$ cat config.mk
export PLATFORM = sky130hd
export DESIGN_NAME = hsv_to_rgb
export DESIGN_NICKNAME = d
export VERILOG_FILES = /design/src/h2r_pkg.sv /design/src/h2r_sector.sv /design/src/h2r_scale.sv /design/src/h2r_select.sv /design/src/hsv_to_rgb.sv
export SDC_FILE = /design/constraint.sdc
export NUM_CORES = 2
export LEC_CHECK = 0
export BUFFER_PORTS_ARGS = -buffer_cell sky130_fd_sc_hd__buf_2
export CAP_MARGIN = 20
export CORE_MARGIN = 1.5
export CORE_UTILIZATION = 45
export DETAILED_ROUTE_END_ITERATION = 10
export PLACE_DENSITY = 0.56
export SETUP_SLACK_MARGIN = 0.4
export SLEW_MARGIN = 15
export SYNTH_ARGS = -nofsm -noshare
export SYNTH_HDL_FRONTEND = slang
export SYNTH_SLANG_ARGS = --single-unit
$ cat constraint.sdc
create_clock -name clk -period 17.3 [get_ports clk]
set_input_delay 4.325 -clock clk [delete_from_list [all_inputs] [get_ports clk]]
set_output_delay 4.325 -clock clk [all_outputs]
set_load 0.02 [all_outputs]
$ cat src/h2r_pkg.sv
// shared types and constants for the hsv to rgb converter
// no dependencies; imported by every module of the block
package h2r_pkg;

    localparam logic [15:0] ONE_Q15  = 16'h8000;
    localparam logic [31:0] HALF_Q15 = 32'h0000_4000;
    localparam logic [31:0] ONE_Q31  = 32'h8000_0000;
    localparam logic [47:0] HALF_Q31 = 48'h0000_4000_0000;
    localparam logic [16:0] ONE_Q16  = 17'h1_0000;

    // hue sector, integer part of hue times six
    typedef enum logic [2:0] {
        SEC_RY = 3'd0,
        SEC_YG = 3'd1,
        SEC_GC = 3'd2,
        SEC_CB = 3'd3,
        SEC_BM = 3'd4,
        SEC_MR = 3'd5
    } sector_t;

    // after sector split and clamping
    typedef struct packed {
        sector_t     sector;
        logic [15:0] frac;
        logic [15:0] sat;
        logic [15:0] val;
        logic [15:0] alpha;
    } h2r_split_t;

    // after the scaled terms are formed
    typedef struct packed {
        sector_t     sector;
        logic [15:0] val;
        logic [15:0] p;
        logic [15:0] q;
        logic [15:0] t;
        logic [15:0] alpha;
    } h2r_terms_t;

endpackage

$ cat src/h2r_sector.sv
// first stage: hue times six into sector and fraction, clamps s and v
// depends on h2r_pkg
module h2r_sector (
    input  logic                clk,
    input  logic                rst_n,
    input  logic                up_valid,
    output logic                up_ready,
    input  logic [15:0]         hue,
    input  logic [15:0]         saturation,
    input  logic [15:0]         brightness,
    input  logic [15:0]         alpha_in,
    output logic                dn_valid,
    input  logic                dn_ready,
    output h2r_pkg::h2r_split_t dn_data
);
    import h2r_pkg::*;

    logic       valid_reg;
    logic       load;
    logic [18:0] h6;
    h2r_split_t data_reg;
    h2r_split_t data_next;

    assign load     = !valid_reg || dn_ready;
    assign up_ready = load;
    assign dn_valid = valid_reg;
    assign dn_data  = data_reg;

    // hue * 6 as two shifted adds
    assign h6 = {1'b0, hue, 2'b00} + {2'b00, hue, 1'b0};

    always_comb
    begin
        data_next.sector = sector_t'(h6[18:16]);
        data_next.frac   = h6[15:0];
        data_next.sat    = (saturation > ONE_Q15) ? ONE_Q15 : saturation;
        data_next.val    = (brightness > ONE_Q15) ? ONE_Q15 : brightness;
        data_next.alpha  = alpha_in;
    end

    always_ff @(posedge clk or negedge rst_n)
    begin
        if (!rst_n)
        begin
            valid_reg <= 1'b0;
        end
        else if (load)
        begin
            valid_reg <= up_valid;
        end
    end

    always_ff @(posedge clk)
    begin
        if (load && up_valid)
        begin
            data_reg <= data_next;
        end
    end

endmodule

$ cat src/h2r_scale.sv
// two stages: saturation products, then brightness scaling with rounding
// depends on h2r_pkg
module h2r_scale (
    input  logic                clk,
    input  logic                rst_n,
    input  logic                up_valid,
    output logic                up_ready,
    input  h2r_pkg::h2r_split_t up_data,
    output logic                dn_valid,
    input  logic                dn_ready,
    output h2r_pkg::h2r_terms_t dn_data
);
    import h2r_pkg::*;

    // product stage
    logic        a_valid_reg;
    logic        a_load;
    sector_t     a_sector_reg;
    logic [15:0] a_val_reg;
    logic [15:0] a_alpha_reg;
    logic [15:0] a_p_reg;
    logic [31:0] a_sf_reg;
    logic [31:0] a_sfc_reg;

    logic [31:0] p_prod;
    logic [31:0] p_sum;
    logic [16:0] frac_c;
    logic [31:0] sf_prod;
    logic [31:0] sfc_prod;

    // scaling stage
    logic        b_valid_reg;
    logic        b_load;
    h2r_terms_t  b_data_reg;
    h2r_terms_t  b_data_next;
    logic [31:0] q_term;
    logic [31:0] t_term;
    logic [47:0] q_sum;
    logic [47:0] t_sum;

    assign b_load   = !b_valid_reg || dn_ready;
    assign a_load   = !a_valid_reg || b_load;
    assign up_ready = a_load;
    assign dn_valid = b_valid_reg;
    assign dn_data  = b_data_reg;

    assign p_prod   = {16'b0, up_data.val} * {16'b0, ONE_Q15 - up_data.sat};
    assign p_sum    = p_prod + HALF_Q15;
    assign frac_c   = ONE_Q16 - {1'b0, up_data.frac};
    assign sf_prod  = {16'b0, up_data.sat} * {16'b0, up_data.frac};
    // s * (1 - f) never exceeds 2^31
    assign sfc_prod = {16'b0, up_data.sat} * {15'b0, frac_c};

    always_ff @(posedge clk or negedge rst_n)
    begin
        if (!rst_n)
        begin
            a_valid_reg <= 1'b0;
            b_valid_reg <= 1'b0;
        end
        else
        begin
            if (a_load)
            begin
                a_valid_reg <= up_valid;
            end
            if (b_load)
            begin
                b_valid_reg <= a_valid_reg;
            end
        end
    end

    always_ff @(posedge clk)
    begin
        if (a_load && up_valid)
        begin
            a_sector_reg <= up_data.sector;
            a_val_reg    <= up_data.val;
            a_alpha_reg  <= up_data.alpha;
            a_p_reg      <= p_sum[30:15];
            a_sf_reg     <= sf_prod;
            a_sfc_reg    <= sfc_prod;
        end
    end

    assign q_term = ONE_Q31 - a_sf_reg;
    assign t_term = ONE_Q31 - a_sfc_reg;
    assign q_sum  = ({32'b0, a_val_reg} * {16'b0, q_term}) + HALF_Q31;
    assign t_sum  = ({32'b0, a_val_reg} * {16'b0, t_term}) + HALF_Q31;

    always_comb
    begin
        b_data_next.sector = a_sector_reg;
        b_data_next.val    = a_val_reg;
        b_data_next.p      = a_p_reg;
        b_data_next.q      = q_sum[46:31];
        b_data_next.t      = t_sum[46:31];
        b_data_next.alpha  = a_alpha_reg;
    end

    always_ff @(posedge clk)
    begin
        if (b_load && a_valid_reg)
        begin
            b_data_reg <= b_data_next;
        end
    end

    assert property (@(posedge clk) disable iff (!rst_n)
        b_valid_reg |-> (b_data_reg.p <= b_data_reg.val) && (b_data_reg.q <= b_data_reg.val)
                        && (b_data_reg.t <= b_data_reg.val))
        else $error("scaled term exceeds brightness");

    assert property (@(posedge clk) disable iff (!rst_n)
        (b_valid_reg && $past(b_load) && $past(a_valid_reg) && b_data_reg.sector == SEC_RY
         && $past(a_sf_reg) == 32'd0) |-> (b_data_reg.q == b_data_reg.val))
        else $error("zero saturation product did not give brightness");

endmodule

$ cat src/h2r_select.sv
// output stage: sector picks the rgb permutation of v, p, q and t
// depends on h2r_pkg
module h2r_select (
    input  logic                clk,
    input  logic                rst_n,
    input  logic                up_valid,
    output logic                up_ready,
    input  h2r_pkg::h2r_terms_t up_data,
    output logic                dn_valid,
    input  logic                dn_ready,
    output logic [15:0]         red,
    output logic [15:0]         green,
    output logic [15:0]         blue,
    output logic [15:0]         alpha_out
);
    import h2r_pkg::*;

    logic        valid_reg;
    logic        load;
    logic [15:0] red_reg;
    logic [15:0] green_reg;
    logic [15:0] blue_reg;
    logic [15:0] alpha_reg;
    logic [15:0] red_next;
    logic [15:0] green_next;
    logic [15:0] blue_next;

    assign load      = !valid_reg || dn_ready;
    assign up_ready  = load;
    assign dn_valid  = valid_reg;
    assign red       = red_reg;
    assign green     = green_reg;
    assign blue      = blue_reg;
    assign alpha_out = alpha_reg;

    always_comb
    begin
        case (up_data.sector)
            SEC_RY:
            begin
                red_next = up_data.val; green_next = up_data.t;   blue_next = up_data.p;
            end
            SEC_YG:
            begin
                red_next = up_data.q;   green_next = up_data.val; blue_next = up_data.p;
            end
            SEC_GC:
            begin
                red_next = up_data.p;   green_next = up_data.val; blue_next = up_data.t;
            end
            SEC_CB:
            begin
                red_next = up_data.p;   green_next = up_data.q;   blue_next = up_data.val;
            end
            SEC_BM:
            begin
                red_next = up_data.t;   green_next = up_data.p;   blue_next = up_data.val;
            end
            default:
            begin
                red_next = up_data.val; green_next = up_data.p;   blue_next = up_data.q;
            end
        endcase
    end

    always_ff @(posedge clk or negedge rst_n)
    begin
        if (!rst_n)
        begin
            valid_reg <= 1'b0;
        end
        else if (load)
        begin
            valid_reg <= up_valid;
        end
    end

    always_ff @(posedge clk)
    begin
        if (load && up_valid)
        begin
            red_reg   <= red_next;
            green_reg <= green_next;
            blue_reg  <= blue_next;
            alpha_reg <= up_data.alpha;
        end
    end

endmodule

$ cat src/hsv_to_rgb.sv
// hsv to rgb converter with alpha, q1.15 components and q0.16 hue
// while the output is not stalled, accepts one item per cycle
// four register stages: sector split, products, scaling, permutation
// each stage holds while the one after it is full and stalled
// rst_n clears all valid bits asynchronously; payload registers are not reset
module hsv_to_rgb (
    input  logic        clk,
    input  logic        rst_n,
    input  logic        in_valid,
    output logic        in_ready,
    input  logic [15:0] hue,
    input  logic [15:0] saturation,
    input  logic [15:0] brightness,
    input  logic [15:0] alpha_in,
    output logic        out_valid,
    input  logic        out_ready,
    output logic [15:0] red,
    output logic [15:0] green,
    output logic [15:0] blue,
    output logic [15:0] alpha_out
);
    import h2r_pkg::*;

    logic       split_valid;
    logic       split_ready;
    h2r_split_t split_data;
    logic       terms_valid;
    logic       terms_ready;
    h2r_terms_t terms_data;

    h2r_sector u_sector (
        .clk        (clk),
        .rst_n      (rst_n),
        .up_valid   (in_valid),
        .up_ready   (in_ready),
        .hue        (hue),
        .saturation (saturation),
        .brightness (brightness),
        .alpha_in   (alpha_in),
        .dn_valid   (split_valid),
        .dn_ready   (split_ready),
        .dn_data    (split_data)
    );

    h2r_scale u_scale (
        .clk      (clk),
        .rst_n    (rst_n),
        .up_valid (split_valid),
        .up_ready (split_ready),
        .up_data  (split_data),
        .dn_valid (terms_valid),
        .dn_ready (terms_ready),
        .dn_data  (terms_data)
    );

    h2r_select u_select (
        .clk       (clk),
        .rst_n     (rst_n),
        .up_valid  (terms_valid),
        .up_ready  (terms_ready),
        .up_data   (terms_data),
        .dn_valid  (out_valid),
        .dn_ready  (out_ready),
        .red       (red),
        .green     (green),
        .blue      (blue),
        .alpha_out (alpha_out)
    );

    // a free output side never back-pressures the input
    assert property (@(posedge clk) disable iff (!rst_n)
        out_ready |-> in_ready)
        else $error("input stalled while output is ready");

    assert property (@(posedge clk) disable iff (!rst_n)
        out_valid |-> (red <= ONE_Q15) && (green <= ONE_Q15) && (blue <= ONE_Q15))
        else $error("color component above one");

    // a stalled result stays put until it is taken
    assert property (@(posedge clk) disable iff (!rst_n)
        (out_valid && !out_ready) |=> out_valid && $stable(red) && $stable(green)
                                      && $stable(blue) && $stable(alpha_out))
        else $error("result changed while stalled");

endmodule

==> flow_summary.toml <==
[status]
outcome = "completed"

[logic_synthesis]
synth.area.mux_share_pct = 1.30
ys_types = 80
synth_nets = 9214
syn_inst = 7160
yosys_warnings = 0
avgSynthCellArea_um2 = 9.57
synth_adder_area_share_pct = 51.3
synth_edf_count = 325
synth_top_family_by_area = "adder cells"
ys.flop_type = "edfxtp_1"
synth_area_mm2 = 0.0685
synthXorXnorAreaFrac_pct = 2.66
synthSimpleGateAreaFrac_pct = 15.6
ys_seq_area_share_pct = 14.4
synth-async-reset-ratio_pct = 1.22
synth_compound_area_share_pct = 3.90
ys_seq_elements = 329

[route]
drtAntennaViolNets = 0
wl_per_cell_um = 18.9
via_count = 47400
drt-initial-drc-count = 2576
drt_first_pass_iters = 6
drc = 0
vias_per_cell = 5.16
routed_wl_mm = 173

[clocking]
clock-root-buffer = "clkbuf_16"
clk_latency_ps = 620
cts_setup_buffers = 0
cts_sinks = 329
cts_resized = 0
clockBufferDepth = 3
ctsHoldBuffers = 0
htree_levels = 2
numCtsBuffers = 39
cts_tree = "built"
path_clk_slew_ps = 60

[floorplanning]
die_x_um = 393
core_area_mm2 = 0.152
row_count = 143
die_h_um = 393
dieArea_mm2 = 0.155
initial_core_util_pct = 45.2
ios = 134

[job]
drv_cap = 0

[global_route]
grt_usage_pct = 23.3
grt_max_degree = 91
antenna_found_initial = 5
overflow = 0
grt_pass1_wl_mm = 281
grt_pass1_vias = 51200

[timing]
setup_viol = 0
rsz0062_at_grt = "false"
finalMaxSlewViolations = 0
setup_tns_ps = 0
hold_ws_ps = 415
max_slew_margin_pct = 24.6
hold_viol = 0
min_period_ps = 10060
worst_slack_ps = 7240
fin_crit_sh_pct = 58.1
fin_skew_ps = 42.9
fmax_ghz = 0.0994
tightest_slew_ps = 1100

[worst_setup_path]
end_kind = "register"
critPathKind = "register to register"
crit_path_frequent_cell = "fa_1"
required_ps = 17630
worstPathMaxFanout = 19
cpPeakStageDelay_ps = 1060
cp-start-kind = "register"
worstPathArrival_ps = 10390
cp_slowest_cell = "a2111oi_0"

[finish]
post-route-util_pct = 48.1
largest_reg_flops = 83
regArea_mm2 = 0.00986
syn_to_final_growth_pct = 6.48
multi_input_area_mm2 = 0.0514
num-nets-final = 9193
fillers = 14500
layout-drive-gt1-share_pct = 6.35

[place]
portBuffers = 133
dpl_worst_slack_ps = 7280
dpl.hpwl_mm = 133
place_congestion = 0.864

[hold_path]
worstHoldPathType = "register to register"
per-layer routing:
metal  vias up  part of all wire (%)  track usage (%)
li1      21400                     -                -
met1     24800                    45             32.0
met2      1060                    49             40.5
met3       173                   4.2             1.93
met4         0                   1.9             4.54
met5         -                     0                0
final cells by class:
type	count	area share, %
Sequential cell	329	13.5
Clock buffer	46	1.40
Antenna cell	1	0.00343
Multi-Input combinational cell	4856	70.5
Clock inverter	22	0.310
Tap cell	2030	3.48
Inverter	1635	8.41
Timing Repair Buffer	278	2.41
worst paths after layout:
| kind | start | to | slack [ps] | cells past startpoint |
|---|---|---|---|---|
| worst max-delay path | u_scale.a_sfc_reg[1]$_DFFE_PP_ | u_scale.dn_data[25]$_DFFE_PP_ | 7240 | 28 |
| worst min-delay path | u_scale.dn_data[9]$_DFFE_PP_ | u_select.alpha_out[9]$_DFFE_PP_ | 420 | 0 |
| worst max register to register | u_scale.a_sfc_reg[1]$_DFFE_PP_ | u_scale.dn_data[25]$_DFFE_PP_ | 7240 | 28 |
| worst min register to register | u_scale.dn_data[9]$_DFFE_PP_ | u_select.alpha_out[9]$_DFFE_PP_ | 420 | 0 |
| max in group asynchronous | rst_n | u_scale.a_valid_reg$_DFFE_PN0P_ | 13640 | 1 |
| min in group asynchronous | rst_n | u_sector.dn_valid$_DFFE_PN0N_ | 3540 | 1 |
cells in the mapped netlist (9+ instances only):
library cell | instances | area, um2
nand2_2 | 13 | 81.3
and2_1 | 684 | 4280
and3_1 | 21 | 131
edfxtp_1 | 325 | 9760
mux2_2 | 46 | 518
nor2_1 | 114 | 428
clkbuf_1 | 317 | 1190
and4_1 | 10 | 87.6
nand4_1 | 16 | 100
ha_1 | 614 | 7680
xnor2_1 | 143 | 1250
nor2b_1 | 61 | 382
mux2i_1 | 37 | 370
a21o_1 | 49 | 368
xor2_1 | 61 | 534
nor3_1 | 49 | 245
nand3_1 | 29 | 145
o21ai_0 | 57 | 285
nand2_1 | 1065 | 4000
a21oi_1 | 140 | 701
o22ai_1 | 28 | 175
fa_1 | 1372 | 27500
buf_1 | 13 | 48.8
inv_1 | 1634 | 6130
or3_1 | 18 | 113
nand2b_1 | 18 | 113
a211oi_1 | 42 | 315
nor4_1 | 21 | 131
or4_1 | 9 | 67.6
o21a_1 | 23 | 173
worst max-delay path: cells and delay by family (launching register included):
kind	cells	cell delay, ps
AO/OA/AOI/OAI	5	2390
flip-flops	1	710
XOR/XNOR	1	160
multiplexers	1	200
adder cells (fa/ha/maj)	7	3300
AND/OR/NAND/NOR	9	2400
buffers and inverters	5	620
cells by family after synthesis:
logic type | Yosys count
xor gates and xnor gates | 206
muxes | 83
adders and majority gates | 1986
buffers and inverters | 1975
AOI/OAI and AO/OA | 417
DFF | 329
and+or+nand+nor | 2164
cell usage in the layout, fill, tap and decap left out, drive strengths merged, types with 18 or more instances in the layout:
| cell | count |
|---|---|
| xor2 | 62 |
| a21o | 49 |
| ha | 614 |
| and2 | 685 |
| and3 | 21 |
| nand2b | 18 |
| or3 | 18 |
| nor2b | 61 |
| clkbuf | 46 |
| o21a | 23 |
| o22ai | 28 |
| nand3 | 30 |
| a211oi | 42 |
| edfxtp | 325 |
| nor3 | 53 |
| fa | 1372 |
| o21ai | 58 |
| nor2 | 115 |
| a21oi | 140 |
| buf | 278 |
| inv | 1642 |
| xnor2 | 144 |
| nand2 | 1078 |
| mux2i | 37 |
| nor4 | 25 |
| mux2 | 46 |
stage by stage:
stage,cell area [um2],std cells
after global routing,73000,9196
final,73000,9197
after CTS,73000,9196
after floorplan,68500,7160
after global placement,71700,9127
after detailed placement,71700,9128
Power is left out: the tool's default activity adds up to more than one toggle a clock period on the data nets, which glitch-free logic cannot reach.
